## src/hdl/ism_pkg.sv

```systemverilog
package ism_pkg;

  localparam int unsigned MAX_INTERVALS_DEF = 64;
  localparam int unsigned DIST_WIDTH_DEF    = 32;

  // merge tolerance register width, and the width a gap is compared at
  localparam int unsigned TOL_W = 31;
  localparam int unsigned GAP_W = 33;

  typedef enum logic [1:0] {
    ST_LOAD,
    ST_SETTLE,
    ST_FIRST,
    ST_SWEEP
  } ism_state_e;

endpackage

```

## src/hdl/ism_merge.sv

```systemverilog
module ism_merge #(
  parameter int unsigned MAX_INTERVALS = ism_pkg::MAX_INTERVALS_DEF,
  parameter int unsigned DIST_WIDTH    = ism_pkg::DIST_WIDTH_DEF
) (
  input  logic                            clk_i,
  input  logic                            rst_ni,
  input  logic                            in_valid_i,
  output logic                            in_ready_o,
  input  logic                            final_interval_i,
  output logic                            store_o,
  input  logic                            busy_i,
  output logic                            pop_o,
  input  logic signed [DIST_WIDTH-1:0]    head_lo_i,
  input  logic signed [DIST_WIDTH-1:0]    head_hi_i,
  input  logic [ism_pkg::TOL_W-1:0]       tol_i,
  output logic                            out_valid_o,
  input  logic                            out_ready_i,
  output logic signed [DIST_WIDTH-1:0]    segment_start_o,
  output logic signed [DIST_WIDTH-1:0]    segment_end_o,
  output logic                            last_segment_o,
  output logic                            overflowed_o
);

  localparam int unsigned CNT_W = $clog2(MAX_INTERVALS + 1);
  localparam int unsigned EXT_W = ism_pkg::GAP_W - DIST_WIDTH;

  ism_pkg::ism_state_e state_q, state_d;
  logic [CNT_W-1:0]    count_q, count_d, rem_q, rem_d;
  logic                ovf_q, ovf_d;
  logic signed [DIST_WIDTH-1:0] cs_q, cs_d, ce_q, ce_d;

  logic                         out_valid_q, out_valid_d;
  logic signed [DIST_WIDTH-1:0] out_start_q, out_start_d, out_end_q, out_end_d;
  logic                         out_last_q, out_last_d, out_ovf_q, out_ovf_d;

  logic                           out_free;
  logic                           accept;
  logic signed [ism_pkg::GAP_W-1:0] gap, tol_ext;
  logic                           joins;

  assign out_free = !out_valid_q || out_ready_i;
  assign accept   = in_valid_i && (state_q == ism_pkg::ST_LOAD);
  assign gap      = $signed({{EXT_W{head_lo_i[DIST_WIDTH-1]}}, head_lo_i})
                  - $signed({{EXT_W{ce_q[DIST_WIDTH-1]}}, ce_q});
  assign tol_ext  = $signed({{(ism_pkg::GAP_W - ism_pkg::TOL_W){1'b0}}, tol_i});
  assign joins    = gap <= tol_ext;

  always_comb begin
    state_d     = state_q;
    count_d     = count_q;
    rem_d       = rem_q;
    ovf_d       = ovf_q;
    cs_d        = cs_q;
    ce_d        = ce_q;
    out_valid_d = out_valid_q && !out_ready_i;
    out_start_d = out_start_q;
    out_end_d   = out_end_q;
    out_last_d  = out_last_q;
    out_ovf_d   = out_ovf_q;
    in_ready_o  = 1'b0;
    store_o     = 1'b0;
    pop_o       = 1'b0;
    case (state_q)
      ism_pkg::ST_LOAD: begin
        in_ready_o = 1'b1;
        store_o    = accept && (count_q < CNT_W'(MAX_INTERVALS));
        if (accept) begin
          if (store_o) begin
            count_d = count_q + CNT_W'(1);
          end else begin
            ovf_d = 1'b1;
          end
          if (final_interval_i) begin
            state_d = ism_pkg::ST_SETTLE;
          end
        end
      end
      ism_pkg::ST_SETTLE: begin
        if (!busy_i) begin
          state_d = ism_pkg::ST_FIRST;
        end
      end
      ism_pkg::ST_FIRST: begin
        pop_o   = 1'b1;
        cs_d    = head_lo_i;
        ce_d    = head_hi_i;
        rem_d   = count_q - CNT_W'(1);
        state_d = ism_pkg::ST_SWEEP;
      end
      ism_pkg::ST_SWEEP: begin
        if (rem_q != '0) begin
          if (joins) begin
            pop_o = 1'b1;
            rem_d = rem_q - CNT_W'(1);
            if (head_hi_i > ce_q) begin
              ce_d = head_hi_i;
            end
          end else if (out_free) begin
            out_valid_d = 1'b1;
            out_start_d = cs_q;
            out_end_d   = ce_q;
            out_last_d  = 1'b0;
            out_ovf_d   = ovf_q;
            pop_o       = 1'b1;
            rem_d       = rem_q - CNT_W'(1);
            cs_d        = head_lo_i;
            ce_d        = head_hi_i;
          end
        end else if (out_free) begin
          out_valid_d = 1'b1;
          out_start_d = cs_q;
          out_end_d   = ce_q;
          out_last_d  = 1'b1;
          out_ovf_d   = ovf_q;
          count_d     = '0;
          ovf_d       = 1'b0;
          state_d     = ism_pkg::ST_LOAD;
        end
      end
      default: begin
        state_d = ism_pkg::ST_LOAD;
      end
    endcase
  end

  always_ff @(posedge clk_i or negedge rst_ni) begin
    if (!rst_ni) begin
      state_q     <= ism_pkg::ST_LOAD;
      count_q     <= '0;
      rem_q       <= '0;
      ovf_q       <= 1'b0;
      out_valid_q <= 1'b0;
    end else begin
      state_q     <= state_d;
      count_q     <= count_d;
      rem_q       <= rem_d;
      ovf_q       <= ovf_d;
      out_valid_q <= out_valid_d;
    end
  end

  always_ff @(posedge clk_i) begin
    cs_q        <= cs_d;
    ce_q        <= ce_d;
    out_start_q <= out_start_d;
    out_end_q   <= out_end_d;
    out_last_q  <= out_last_d;
    out_ovf_q   <= out_ovf_d;
  end

  assign out_valid_o     = out_valid_q;
  assign segment_start_o = out_start_q;
  assign segment_end_o   = out_end_q;
  assign last_segment_o  = out_last_q;
  assign overflowed_o    = out_ovf_q;

endmodule

```

## config.mk

```make
export PLATFORM = sky130hd
export DESIGN_NAME = ism_merge
export DESIGN_NICKNAME = d
export VERILOG_FILES = /design/src/hdl/ism_pkg.sv /design/src/hdl/ism_merge.sv
export SDC_FILE = /design/constraint.sdc
export NUM_CORES = 1
export LEC_CHECK = 0
export ABC_AREA = 1
export BUFFER_PORTS_ARGS = -buffer_cell sky130_fd_sc_hd__buf_4
export CORE_MARGIN = 2
export CORE_UTILIZATION = 30
export DETAILED_ROUTE_END_ITERATION = 6
export SYNTH_ARGS = -nofsm -noshare
export SYNTH_HDL_FRONTEND = slang
export SYNTH_SLANG_ARGS = --single-unit
```

## constraint.sdc

```tcl
create_clock -name clk_i -period 10.45 [get_ports clk_i]
set_input_delay 1.5675 -clock clk_i [delete_from_list [all_inputs] [get_ports clk_i]]
set_output_delay 1.5675 -clock clk_i [all_outputs]
set_load 0.02 [all_outputs]
```

# Word-level counts from Yosys, hierarchy flattened
# Cells that the tools add are included.
# totals
regBits,148
output_inout_bits,70
wordCells,104
# op_classes
add_sub_neg,4
order_cmp,3
n_eq_ne,15
muxes,51
reduce_logical,20
# op_table
operator,count
32-bit two-way mux,13
32-bit one-hot mux with 2 select lines,2
7-bit two-way mux,7
33-bit by 32-bit less-or-equal comparator with 1-bit output,1
32-bit by 32-bit subtractor with 33-bit output,1
32-bit greater-than comparator,1
7-bit one-hot mux with 2 select lines,2
1-bit two-way mux,19
2-bit != test (second input constant),9
5-bit AND reduction,3
7-bit by 1-bit subtractor with 7-bit output (second input constant),2
4-bit AND reduction,3
2-bit two-way mux,5
2-bit one-hot mux with 4 select lines,1
2-bit nonzero test,4
7-bit by 1-bit adder with 7-bit output (second input constant),1
7-bit less-than comparator (second input constant),1
7-bit nonzero test,1
3-bit != test (second input constant),2
2-bit == test (second input constant),2
1-bit one-hot mux with 2 select lines,2
1-bit logical AND,3
3-bit AND reduction,1
2-bit by 1-bit == test with 1-bit output (second input constant),1
other kinds (5),6

# Longest topological paths before layout
# depth
depth_word,6
mapped_depth,30

# Worst setup path after synthesis
# No wires, ideal clock.
# synth_path
kind,input port to flip-flop
start,input port head_lo_i[0]
end,"register out_ovf_q, in the netlist overflowed_o, enable pin"
arrival_ns,7.085
setup_slack_ns,2.875
cell_stages,24
path_cell_list,inv_1 > ha_1 > fa_1 > o21ai_2 > nand2_1 > nand2_1 > a21boi_1 > o21ai_1 > nand2_1 > nand2_1 > a21oi_1 > xnor2_1 > ha_1 > nand4_1 > nor2_1 > nand2_1 > nand2_1 > nand2_1 > nand2_1 > nand2_1 > nand2_2 > nand3_2 > and2_4 > nor2_1
# synth_between
elab_chain_len,4
# synth_lines
element,line_no,rtl
start: declaration,ism_merge.sv:13,"input logic signed [DIST_WIDTH-1:0] head_lo_i,"
32-bit by 32-bit subtractor with 33-bit output,ism_merge.sv:44,"- $signed({{EXT_W{ce_q[DIST_WIDTH-1]}}, ce_q});"
33-bit by 32-bit less-or-equal comparator with 1-bit output,ism_merge.sv:46,assign joins = gap <= tol_ext;
2-bit != test (no source line),-,
2-bit AND reduction (no source line),-,
end signal: assignment,ism_merge.sv:148,out_ovf_q <= out_ovf_d;
end: declaration,ism_merge.sv:34,"logic out_last_q, out_last_d, out_ovf_q, out_ovf_d;"
# Every way passes these cells.
# A chain may end at the register's enable or synchronous reset.

# Worst setup path after layout
# layout_path
start,input port head_lo_i[0]
end,output port pop_o
# layout_between
elab_chain_len,5
# layout_lines
element,line_no,rtl
32-bit by 32-bit subtractor with 33-bit output,ism_merge.sv:44,
33-bit by 32-bit less-or-equal comparator with 1-bit output,ism_merge.sv:46,
1-bit two-way mux,ism_merge.sv:92,if (joins) begin
1-bit two-way mux,ism_merge.sv:91,if (rem_q != '0) begin
1-bit one-hot mux with 2 select lines,ism_merge.sv:63,case (state_q)
end: declaration,ism_merge.sv:12,"output logic pop_o,"
# Every way passes these cells.

==> results.sh <==
export IMPL_outcome="completed"
export IMPL_placed_cell_area_um2=10300
export IMPL_synth_flop_cell="edfxtp_1"
export IMPL_core_um2=27900
export IMPL_slew_violations=0
export IMPL_synth_nets=1048
export IMPL_vias_per_cell=4.53
export IMPL_fin_area_um2=10900
export IMPL_die_area_um2=29800
export IMPL_synthCells=845
export IMPL_routed_wl_mm=22.0
export IMPL_cts_sinks=148
export IMPL_rsz0062_at_grt="no"
export IMPL_ys_types=47
export IMPL_crit_required_ns=8.88
export IMPL_min_path_cells=0
export IMPL_gr_usage_all_layers=0.150
export IMPL_cts_made_buffers=17
export IMPL_syn_area_um2=8530
export IMPL_crit_cells=25
export IMPL_synth_warnings=0
export IMPL_tns_ns=0
export IMPL_r2r_start="ce_q[0]$_DFFE_PP_"
export IMPL_dp_final_hpwl_mm=17.8
export IMPL_finalWeightedCongestion=0.875
export IMPL_cts_root_buffer="clkbuf_16"
export IMPL_max_vdd_ir_drop_uv=171
export IMPL_timing_max_cap_violations=0
export IMPL_grt_pass1_wl_mm=34.6
export IMPL_p_per_area_nw_per_um2=324
export IMPL_tightest_slew_ns=0.908
export IMPL_finalSetupViolCount=0
export IMPL_drt_first_pass_iters=5
export IMPL_min_to="segment_start_o[21]$_DFFE_PP_"
export IMPL_nets=1238
export IMPL_max_freq_mhz=150
export IMPL_synth_top_cell_by_area="edfxtp_1"
export IMPL_crit_arrival_ns=5.09
export IMPL_r2r_cells=24
export IMPL_ios=171
export IMPL_tritoncts="built"
export IMPL_synth_enable_flop_cells=130
export IMPL_hold_path_class="reg2reg"
export IMPL_grt_pass1_vias=6432
export IMPL_p_leak_nw=4.95
export IMPL_synth_seq_cells=148
export IMPL_min_from="cs_q[21]$_DFFE_PP_"
export IMPL_post_route_period_util=0.637
export IMPL_placedCellCount=1394
export IMPL_die_y_um=173
export IMPL_drc=0
export IMPL_regToRegSetupSlack_ns=5.07
export IMPL_gr_total_overflow=0
export IMPL_setup_worst_path_start_class="input port"
export IMPL_clk_pin_slew_ns=0.06
export IMPL_seq_area_frac_synth=0.510
export IMPL_antenna_cells=0
export IMPL_post_cts_buffers=0
export IMPL_io_buffers=170
export IMPL_worst_path_max_delay_cell="fa_1"
export IMPL_wire_per_inst_um=15.4
export IMPL_synthTopCellsByArea="edfxtp_1, ha_1, nand2_1"
export IMPL_crit_top_cell="nand2_1"
export IMPL_insertion_delay_ns=0.43
export IMPL_cpLargestDelayFamily="simple AND/OR/NAND/NOR gates"
export IMPL_layout_drive_gt1_share=0.223
export IMPL_worstSetupPathType="in2out"
export IMPL_final_common_cell="buf_4"
export IMPL_die_w_um=173
export IMPL_final_cells=1426
export IMPL_cts_repair_resized=0
export IMPL_drt_iter0_drc=429
export IMPL_path_max_fanout=4
export IMPL_path_buf_inv=3
export IMPL_cts_path_max_buffers=2
export IMPL_syn2layout_area_growth_pct=27.8
export IMPL_reg2reg_to="segment_end_o[31]$_DFFE_PP_"
export IMPL_rows=61
export IMPL_cts_htree_levels=4
export IMPL_grt_max_degree=38
export IMPL_antenna_found_initial=1
export IMPL_skew_ns=0.0128
export IMPL_synth_top_area_share=0.458
export IMPL_initial_core_util=0.306
export IMPL_period_needed_ns=6.66
export IMPL_mostFrequentLayoutCells="buf_4, nand2_1, edfxtp_1, inv_1, ha_1"
export IMPL_endpoint_kind="primary output"
export IMPL_relSlewSlack=0.394
export IMPL_hold_viol_final=0
export IMPL_async_reset_ff_frac=0.122
export IMPL_fin_hold_ws_ns=0.416
export IMPL_vias=6464
export IMPL_ctsHoldBuffers=0
export IMPL_antenna_left=0
export IMPL_synth_area_per_cell_um2=10.1
export IMPL_max_stage_delay_ns=0.43
[state kept, by name (all words and copies together), names as in the netlist]
register,count
overflowed_o,1
ce_q,32
last_segment_o,1
ovf_q,1
out_valid_o,1
segment_start_o,32
count_q,7
state_q,2
cs_q,32
rem_q,7
segment_end_o,32
[worst max-delay path by stage]
| stage | slack (ns) | start | endpoint |
|---|---|---|---|
| 3_3_place_gp | 3.80 | head_lo_i[0] | segment_end_o[17]$_DFFE_PP_ |
| 3_5_place_dp | 3.73 | head_lo_i[0] | segment_start_o[26]$_DFFE_PP_ |
| 6_report | 3.79 | head_lo_i[0] | pop_o |
| 5_1_grt | 3.44 | head_lo_i[0] | pop_o |
| 4_1_cts | 3.77 | head_lo_i[0] | pop_o |
| 2_1_floorplan | 2.88 | head_lo_i[0] | overflowed_o$_DFFE_PP_ |
[synth_stat cells (all sizes together), types with 2 or more instances]
cell,number
ha,101
nor2,60
nand3,33
a31oi,3
a21oi,67
nand4,6
a21o,5
a221oi,3
nand3b,3
a21boi,3
nor3,8
o21ai,44
xnor2,15
xor2,20
nand2,174
clkbuf,2
nor4,9
dfrtp,18
inv,127
edfxtp,130
[metal layers]
layer | track usage | share of wire
met2 | 0.239 | 0.46
met1 | 0.201 | 0.47
met4 | 0.0402 | 0.010
met3 | 0.0405 | 0.062
met5 | 0 | 0
[where the power goes]
| part | leakage (nW) | internal [mW] | switching, mW |
|---|---|---|---|
| clock | 0.291 | 0.375 | 0.247 |
| combinational | 3.22 | 0.659 | 1.17 |
| sequential | 1.43 | 0.987 | 0.0899 |
| total | 4.95 | 2.02 | 1.51 |
[cells by family after synthesis]
logic type               share of synthesized area
flip-flops                                   0.510
buffers and inverters                       0.0570
AND/OR/NAND/NOR                              0.156
XOR/XNOR                                    0.0359
adder cells (fa/ha/maj)                      0.150
AO/OA/AOI/OAI                               0.0899
[final cells by class]
cell class | count | area, µm²
Multi-Input combinational cell | 568 | 3710
Timing Repair Buffer | 173 | 1300
Sequential cell | 148 | 4350
Fill cell | 2804 | 17000
Clock inverter | 13 | 156
Tap cell | 378 | 473
Clock buffer | 19 | 433
Inverter | 127 | 479
[metrics by stage]
stage               setup WS (ns)  power [mW]  utilization
floorplan                    2.88        2.37            -
global placement             3.80        2.91        0.370
detailed placement           3.73        2.94        0.370
CTS                          3.77        3.57        0.391
global route                 3.44        3.85        0.391
finish                       3.79        3.53        0.391
Note: power is estimated with default switching activity, not from simulation.
