**src/hdl/ism_pkg.sv**
```systemverilog
package ism_pkg;

  localparam int unsigned MAX_INTERVALS_DEF = 64;
  localparam int unsigned DIST_WIDTH_DEF    = 32;

  // merge tolerance register width, and the width a gap is compared at
  localparam int unsigned TOL_W = 31;
  localparam int unsigned GAP_W = 33;

  typedef enum logic [1:0] {
    ST_LOAD,
    ST_SETTLE,
    ST_FIRST,
    ST_SWEEP
  } ism_state_e;

endpackage

```
**src/hdl/ism_cell.sv**
```systemverilog
module ism_cell #(
  parameter int unsigned DIST_WIDTH = ism_pkg::DIST_WIDTH_DEF
) (
  input  logic                         clk_i,
  input  logic                         rst_ni,
  input  logic                         pop_i,
  // word traveling in from the left neighbor
  input  logic                         in_valid_i,
  input  logic signed [DIST_WIDTH-1:0] in_lo_i,
  input  logic signed [DIST_WIDTH-1:0] in_hi_i,
  // right neighbor's held word, taken on a pop
  input  logic                         nb_valid_i,
  input  logic signed [DIST_WIDTH-1:0] nb_lo_i,
  input  logic signed [DIST_WIDTH-1:0] nb_hi_i,
  // word handed on to the right
  output logic                         pass_valid_o,
  output logic signed [DIST_WIDTH-1:0] pass_lo_o,
  output logic signed [DIST_WIDTH-1:0] pass_hi_o,
  // held word
  output logic                         valid_o,
  output logic signed [DIST_WIDTH-1:0] lo_o,
  output logic signed [DIST_WIDTH-1:0] hi_o
);

  logic                         valid_q, valid_d;
  logic signed [DIST_WIDTH-1:0] lo_q, lo_d, hi_q, hi_d;
  logic                         pass_valid_q, pass_valid_d;
  logic signed [DIST_WIDTH-1:0] pass_lo_q, pass_lo_d, pass_hi_q, pass_hi_d;

  always_comb begin
    valid_d      = valid_q;
    lo_d         = lo_q;
    hi_d         = hi_q;
    pass_valid_d = 1'b0;
    pass_lo_d    = pass_lo_q;
    pass_hi_d    = pass_hi_q;
    if (pop_i) begin
      valid_d = nb_valid_i;
      lo_d    = nb_lo_i;
      hi_d    = nb_hi_i;
    end else if (in_valid_i) begin
      if (!valid_q) begin
        valid_d = 1'b1;
        lo_d    = in_lo_i;
        hi_d    = in_hi_i;
      end else if (in_lo_i < lo_q) begin
        // keep the smaller start, push the held word on
        lo_d         = in_lo_i;
        hi_d         = in_hi_i;
        pass_valid_d = 1'b1;
        pass_lo_d    = lo_q;
        pass_hi_d    = hi_q;
      end else begin
        pass_valid_d = 1'b1;
        pass_lo_d    = in_lo_i;
        pass_hi_d    = in_hi_i;
      end
    end
  end

  always_ff @(posedge clk_i or negedge rst_ni) begin
    if (!rst_ni) begin
      valid_q      <= 1'b0;
      pass_valid_q <= 1'b0;
    end else begin
      valid_q      <= valid_d;
      pass_valid_q <= pass_valid_d;
    end
  end

  always_ff @(posedge clk_i) begin
    lo_q      <= lo_d;
    hi_q      <= hi_d;
    pass_lo_q <= pass_lo_d;
    pass_hi_q <= pass_hi_d;
  end

  assign pass_valid_o = pass_valid_q;
  assign pass_lo_o    = pass_lo_q;
  assign pass_hi_o    = pass_hi_q;
  assign valid_o      = valid_q;
  assign lo_o         = lo_q;
  assign hi_o         = hi_q;

endmodule

```
**config.mk**
```make
export PLATFORM = sky130hd
export DESIGN_NAME = ism_cell
export DESIGN_NICKNAME = d
export VERILOG_FILES = /design/src/hdl/ism_pkg.sv /design/src/hdl/ism_cell.sv
export SDC_FILE = /design/constraint.sdc
export NUM_CORES = 1
export LEC_CHECK = 0
export ABC_AREA = 1
export BUFFER_PORTS_ARGS = -buffer_cell sky130_fd_sc_hd__buf_2
export CAP_MARGIN = 10
export CORE_MARGIN = 3
export CORE_UTILIZATION = 40
export CTS_CLUSTER_DIAMETER = 60
export DETAILED_ROUTE_END_ITERATION = 12
export GPL_TIMING_DRIVEN = 0
export HOLD_SLACK_MARGIN = 0.08
export PLACE_DENSITY = 0.82
export SETUP_SLACK_MARGIN = 0.5
export SLEW_MARGIN = 20
export SYNTH_ARGS = -nofsm -noshare
export SYNTH_HDL_FRONTEND = slang
export SYNTH_SLANG_ARGS = --single-unit
```
**constraint.sdc**
```tcl
create_clock -name clk_i -period 3.7 [get_ports clk_i]
set_input_delay 0.555 -clock clk_i [delete_from_list [all_inputs] [get_ports clk_i]]
set_output_delay 0.555 -clock clk_i [all_outputs]
set_load 0.1 [all_outputs]
```
# Yosys cells after proc, flatten, opt, wreduce, memory -nomap -nowiden
# Cells that the tools add are included.
[word_totals] wordCells=27 output_inout_bits=130 in_bits=133 register_bits=130
[classes] muxes=15 order_cmp=1 reduce_logical=3 bitwise_logic=1 eq_ne=1
[op_table] op="32-bit 2-to-1 mux" n=10
[op_table] op="32-bit less-than comparator" n=1
[op_table] op="1-bit 2-to-1 mux" n=5
[op_table] op="3-bit by 2-bit != test with 1-bit output, second input constant" n=1
[op_table] op="3-bit AND reduction" n=1
[op_table] op="2-bit AND reduction" n=1
[op_table] op="2-bit nonzero test" n=1
[op_table] op="1-bit NOT" n=1

# Depth between registers and ports, before layout
[logic_depth] word_depth=5 ltp_mapped=17 ltp_nobuf=16

# Least setup slack after synthesis
# No wires, ideal clock.
[synth_path] path_kind="register to register" start="register valid_q, in the netlist valid_o" end="register pass_hi_q[0], in the netlist pass_hi_o[0] (enable)" n_path_buf=0 t_required_ps=3213 path_slack_ps=-573 period_less_slack_ps=4273 path_stages_with_launch=3 t_arrival_ps=3786 setup_ps=487 path_cell_list="dfrtp_1 -> nand2_1 -> nor2_1"
[synth_between] elab_chain_len=1
[synth_lines] item="from (decl)" line="ism_cell.sv:25" source="logic valid_q, valid_d;"
[synth_lines] item="from (signal assigned)" line="ism_cell.sv:66" source="valid_q <= valid_d;"
[synth_lines] item="3-bit AND reduction (no source line)"
[synth_lines] item="to (signal assigned)" line="ism_cell.sv:75" source="pass_hi_q <= pass_hi_d;"
[synth_lines] item="to (decl)" line="ism_cell.sv:28" source="logic signed [DIST_WIDTH-1:0] pass_lo_q, pass_lo_d, pass_hi_q, pass_hi_d;"
# No other way between the ends.
# A chain may end at the register's enable or synchronous reset.

# Final worst setup path
[layout_path] start="register lo_q[5], in the netlist lo_o[5]" end="register lo_q[7], in the netlist lo_o[7] (enable)"
[layout_between] elab_chain_len=3
[layout_lines] item="from (decl)" line="ism_cell.sv:26" source="logic signed [DIST_WIDTH-1:0] lo_q, lo_d, hi_q, hi_d;"
[layout_lines] item="from (signal assigned)" line="ism_cell.sv:72" source="lo_q <= lo_d;"
[layout_lines] item="32-bit less-than comparator" line="ism_cell.sv:46" source="end else if (in_lo_i < lo_q) begin"
[layout_lines] item="3-bit by 2-bit != test with 1-bit output (no source line)"
[layout_lines] item="2-bit AND reduction (no source line)"
# No other way between the ends.

==> report_table.html <==
<table>
<tr><th>Metric</th><th>Value</th></tr>
<tr><th colspan="2">Drt</th></tr>
<tr><td>DR vias/cell</td><td>4.76</td></tr>
<tr><td>Count of antenna-violating nets left after detailed routing</td><td>0</td></tr>
<tr><td>DRT Wirelength</td><td>18800 um</td></tr>
<tr><td>Number of optimization iterations in the first detailed-route pass</td><td>5</td></tr>
<tr><td>Wl on met1</td><td>7590 um</td></tr>
<tr><td>Initial detailed-routing violation count</td><td>401</td></tr>
<tr><td>Routed len/inst</td><td>15.7 um</td></tr>
<tr><td>Wire length on met3</td><td>1290 um</td></tr>
<tr><td>Vias</td><td>5707</td></tr>
<tr><td>Uppermost signal routing layer after detailed routing</td><td>met4</td></tr>
<tr><td>Wire length on met2</td><td>9570 um</td></tr>
<tr><td>DRC violation count after routing</td><td>0</td></tr>
<tr><th colspan="2">Timing</th></tr>
<tr><td>Final period demand of the worst path</td><td>2680 ps</td></tr>
<tr><td>Final setup fails</td><td>0</td></tr>
<tr><td>Max-slew headroom</td><td>0.591</td></tr>
<tr><td>Final Cycle Share</td><td>0.726</td></tr>
<tr><td>Final hold violation count</td><td>0</td></tr>
<tr><td>TNS Setup</td><td>0 ps</td></tr>
<tr><td>RSZ-0062 raised after global routing</td><td>no</td></tr>
<tr><td>Highest clock rate</td><td>0.373 GHz</td></tr>
<tr><td>Worst-Margin Slew</td><td>614 ps</td></tr>
<tr><td>Setup clock skew after layout</td><td>8.39 ps</td></tr>
<tr><td>Slew Limit Fails</td><td>0</td></tr>
<tr><th colspan="2">Floorplan</th></tr>
<tr><td>Initial standard-cell utilization of the core</td><td>0.414</td></tr>
<tr><td>Total number of placement rows</td><td>45</td></tr>
<tr><td>Horiz. Die Dim</td><td>132 um</td></tr>
<tr><td>Die Ht</td><td>132 um</td></tr>
<tr><td>Area of the placeable core</td><td>0.0154 mm2</td></tr>
<tr><td>Area of the die</td><td>0.0175 mm2</td></tr>
<tr><td>IO Pins</td><td>263</td></tr>
<tr><th colspan="2">Run</th></tr>
<tr><td>Count of max-cap constraint violations</td><td>0</td></tr>
<tr><th colspan="2">Clocking</th></tr>
<tr><td>Maximum number of buffers from clock root to sink</td><td>2</td></tr>
<tr><td>Clock slew at reported path FFs</td><td>60 ps</td></tr>
<tr><td>Worst-skew pair later-pin latency</td><td>410 ps</td></tr>
<tr><td>Number of levels the H-tree was split into</td><td>4</td></tr>
<tr><td>TritonCTS clock tree</td><td>yes</td></tr>
<tr><td>Cell chosen for the clock root</td><td>sky130_fd_sc_hd__clkbuf_16</td></tr>
<tr><td>TritonCTS buffer count</td><td>17</td></tr>
<tr><td>TritonCTS sink count</td><td>130</td></tr>
<tr><td>Resize count post-CTS</td><td>0</td></tr>
<tr><td>Hold-fix buffers at CTS</td><td>1</td></tr>
<tr><td>Post-CTS Repair Setup Buffers</td><td>0</td></tr>
<tr><th colspan="2">Setup path</th></tr>
<tr><td>Beginning of the critical path</td><td>lo_o[5]</td></tr>
<tr><td>Setup CP Type</td><td>reg -&gt; reg</td></tr>
<tr><td>Crit Path Max Fanout</td><td>26</td></tr>
<tr><td>Path depth of the worst reg2reg path</td><td>15</td></tr>
<tr><td>Required time of the critical path</td><td>3860 ps</td></tr>
<tr><td>Crit. End Element</td><td>register</td></tr>
<tr><td>CP Data Arrival Time</td><td>2840 ps</td></tr>
<tr><td>R2R Path Start</td><td>lo_o[5]</td></tr>
<tr><td>Critical Path Source Type</td><td>register</td></tr>
<tr><td>Setup slack of the worst register-to-register path</td><td>1020 ps</td></tr>
<tr><td>Destination of the worst register-to-register timing path</td><td>lo_o[7]</td></tr>
<tr><td>CP Capture Point</td><td>lo_o[7]</td></tr>
<tr><th colspan="2">Place</th></tr>
<tr><td>IO buf count</td><td>261</td></tr>
<tr><td>Detailed Place HPWL</td><td>14100 um</td></tr>
<tr><td>Final estimated routing congestion in global placement</td><td>0.830</td></tr>
<tr><th colspan="2">Global routing</th></tr>
<tr><td>Total Routing Usage GR</td><td>0.211</td></tr>
<tr><td>Largest net degree at the start of global routing</td><td>27</td></tr>
<tr><td>Initial antenna violation count</td><td>0</td></tr>
<tr><td>Wire length of the first global-routing pass</td><td>28800 um</td></tr>
<tr><td>Global route total overflow</td><td>0</td></tr>
<tr><td>Vias in the first global route</td><td>5496</td></tr>
<tr><th colspan="2">Layout</th></tr>
<tr><td>Antenna diodes</td><td>0</td></tr>
<tr><td>Syn-to-layout area delta</td><td>36.7%</td></tr>
<tr><td>Count of nets after finishing</td><td>1138</td></tr>
<tr><td>Share of layout cells above drive strength 1</td><td>0.328</td></tr>
<tr><th colspan="2">Synth</th></tr>
<tr><td>Commonest register cell after synthesis</td><td>sky130_fd_sc_hd__edfxtp_1</td></tr>
<tr><td>Share of async-settable or async-resettable flops after synthesis</td><td>0.0154</td></tr>
<tr><td>Proportion of netlist area held by the largest area contributor</td><td>0.603</td></tr>
<tr><td>Number of flops mapped to enable cells by yosys</td><td>128</td></tr>
<tr><td>Top cell types by occurrence after synthesis</td><td>sky130_fd_sc_hd__nand2_1, sky130_fd_sc_hd__edfxtp_1, sky130_fd_sc_hd__inv_1</td></tr>
<tr><td>Count of mapped cells out of synthesis</td><td>688</td></tr>
<tr><td>Sequential area share after synthesis</td><td>0.611</td></tr>
<tr><td>Cell with the most instances after synthesis</td><td>sky130_fd_sc_hd__nand2_1</td></tr>
<tr><td>Yosys synthesis warning count</td><td>0</td></tr>
<tr><td>Library cells used by synthesis</td><td>18</td></tr>
<tr><td>Post-Synthesis Net Count</td><td>852</td></tr>
<tr><td>Synthesized flop and latch total</td><td>130</td></tr>
<tr><td>Top area cells in the synthesized netlist</td><td>sky130_fd_sc_hd__edfxtp_1, sky130_fd_sc_hd__nand2_1, sky130_fd_sc_hd__ha_1</td></tr>
<tr><td>Post-synth design cell area</td><td>0.00637 mm2</td></tr>
<tr><td>Post-synth top area cell</td><td>sky130_fd_sc_hd__edfxtp_1</td></tr>
<tr><td>Mean post-synth cell area</td><td>9.26 um2</td></tr>
<tr><th colspan="2">Power</th></tr>
<tr><td>Worst voltage drop across the vdd grid</td><td>302 uV</td></tr>
<tr><td>Power per unit of standard cell area</td><td>656 mW/mm2</td></tr>
<tr><td>Net switching fraction of the power</td><td>0.419</td></tr>
<tr><td>Sequential Power Share</td><td>0.341</td></tr>
<tr><td>Net switching component of the power</td><td>2390 uW</td></tr>
<tr><td>Total power draw</td><td>5710 uW</td></tr>
<tr><td>Clock Power Share</td><td>0.298</td></tr>
<tr><td>Internal power component</td><td>3320 uW</td></tr>
<tr><td>Leak pwr</td><td>0.00444 uW</td></tr>
<tr><td>Gate power share</td><td>0.362</td></tr>
<tr><th colspan="2">Min path</th></tr>
<tr><td>Worst min path class</td><td>in -&gt; reg</td></tr>
<tr><th colspan="2">Run status</th></tr>
<tr><td>Result of the run</td><td>finished, final reports clean</td></tr>
</table>
==> state kept, by name (all words and copies together), names as in the netlist <==
register / cells
pass_valid_o: 1
pass_lo_o: 32
lo_o: 32
pass_hi_o: 32
hi_o: 32
valid_o: 1
==> worst min path at each step <==
| stage | startpoint | end | slack, ps | cells after the start |
|---|---|---|---|---|
| after floorplan | rst_ni | pass_valid_o | 260 | 0 |
| after global placement | rst_ni | pass_valid_o | 340 | 1 |
| after detailed placement | rst_ni | valid_o | 340 | 1 |
| after CTS | nb_hi_i[15] | hi_o[15] | 390 | 3 |
| after global routing | nb_lo_i[21] | lo_o[21] | 400 | 3 |
| final | nb_lo_i[25] | lo_o[25] | 410 | 3 |
==> through the flow <==
step | util | area (um2) | setup WS [ps] | cells | hold WS (ps)
2_1_floorplan | - | 6420 | 222 | 688 | 259
5_1_grt | 0.566 | 8710 | 743 | 1198 | 395
3_3_place_gp | 0.520 | 7990 | -234 | 1160 | 341
6_report | 0.566 | 8710 | 1020 | 1198 | 409
4_1_cts | 0.566 | 8710 | 970 | 1198 | 385
3_5_place_dp | 0.527 | 8100 | 738 | 1165 | 343
==> worst max-delay path: stages (launching register included) <==
cell                         delay [ps]
sky130_fd_sc_hd__edfxtp_1           380
sky130_fd_sc_hd__inv_1               60
sky130_fd_sc_hd__ha_1               300
sky130_fd_sc_hd__a21oi_1            130
sky130_fd_sc_hd__nor2_1              50
sky130_fd_sc_hd__nor3_1             140
sky130_fd_sc_hd__nand2_1            110
sky130_fd_sc_hd__nand2_1             70
sky130_fd_sc_hd__nand2_1             80
sky130_fd_sc_hd__nand2_2            110
sky130_fd_sc_hd__nand2_2             80
sky130_fd_sc_hd__nand2_2             90
sky130_fd_sc_hd__nand3_2             70
sky130_fd_sc_hd__nand2_2             90
sky130_fd_sc_hd__clkinvlp_4         340
sky130_fd_sc_hd__buf_12             320
==> power by group through the flow <==
stage | registers (uW) | logic, uW | clock network (uW)
final | 1950 | 2070 | 1700
after global routing | 1960 | 2200 | 1790
after CTS | 1950 | 2080 | 1730
after detailed placement | 1970 | 2070 | 0
after global placement | 1970 | 2010 | 0
after floorplan | 3060 | 537 | 0
==> placed cells by master, fill, tap and decap left out <==
| master | count |
|---|---|
| sky130_fd_sc_hd__nand2_1 | 404 |
| sky130_fd_sc_hd__buf_2 | 261 |
| sky130_fd_sc_hd__edfxtp_1 | 128 |
| sky130_fd_sc_hd__inv_1 | 42 |
| sky130_fd_sc_hd__ha_1 | 30 |
| sky130_fd_sc_hd__clkbuf_16 | 17 |
| sky130_fd_sc_hd__a21oi_1 | 16 |
| sky130_fd_sc_hd__clkbuf_1 | 15 |
| sky130_fd_sc_hd__buf_4 | 12 |
| sky130_fd_sc_hd__nor2_1 | 9 |
| sky130_fd_sc_hd__o21ai_0 | 7 |
| sky130_fd_sc_hd__nand2_2 | 7 |
| sky130_fd_sc_hd__clkinvlp_4 | 5 |
| sky130_fd_sc_hd__clkinv_4 | 3 |
| sky130_fd_sc_hd__clkinv_2 | 3 |
| sky130_fd_sc_hd__bufinv_16 | 3 |
| sky130_fd_sc_hd__buf_12 | 3 |
| sky130_fd_sc_hd__inv_2 | 2 |
| sky130_fd_sc_hd__nor3_1 | 2 |
| sky130_fd_sc_hd__nand3_1 | 2 |
| sky130_fd_sc_hd__nand4_1 | 2 |
| sky130_fd_sc_hd__nand3_2 | 2 |
| sky130_fd_sc_hd__buf_16 | 2 |
| sky130_fd_sc_hd__dfrtp_1 | 2 |
| sky130_fd_sc_hd__nor4_2 | 1 |
| sky130_fd_sc_hd__o21a_1 | 1 |
| sky130_fd_sc_hd__o211ai_1 | 1 |
| sky130_fd_sc_hd__nor2_2 | 1 |
| sky130_fd_sc_hd__nor2_4 | 1 |
| sky130_fd_sc_hd__ha_4 | 1 |
| sky130_fd_sc_hd__clkinv_1 | 1 |
| sky130_fd_sc_hd__dlygate4sd3_1 | 1 |
==> routing by layer <==
metal  vias up  global-route usage
met4         0              0.0687
met5         -                   0
met1      2629               0.262
met2       257               0.363
li1       2787                   -
met3        34              0.0519
==> logic make-up (layout without fill, tap and decap cells) <==
group	count (synthesis)	count (layout)	synth area share
fa+ha+maj	31	31	0.0609
compound gates	25	25	0.0204
simple gates	431	431	0.258
flops	130	130	0.611
buf+inv	71	370	0.0489
==> final cells by class <==
| type | instances | area [um2] |
|---|---|---|
| clock inverter | 14 | 165 |
| multi-input combinational | 487 | 2210 |
| clock buffer | 18 | 429 |
| buffer | 26 | 143 |
| sequential | 130 | 3890 |
| fill | 1381 | 6670 |
| tap | 211 | 264 |
| inverter | 45 | 173 |
| timing repair buffer | 267 | 1430 |
Power figures use the tool's default switching activity.
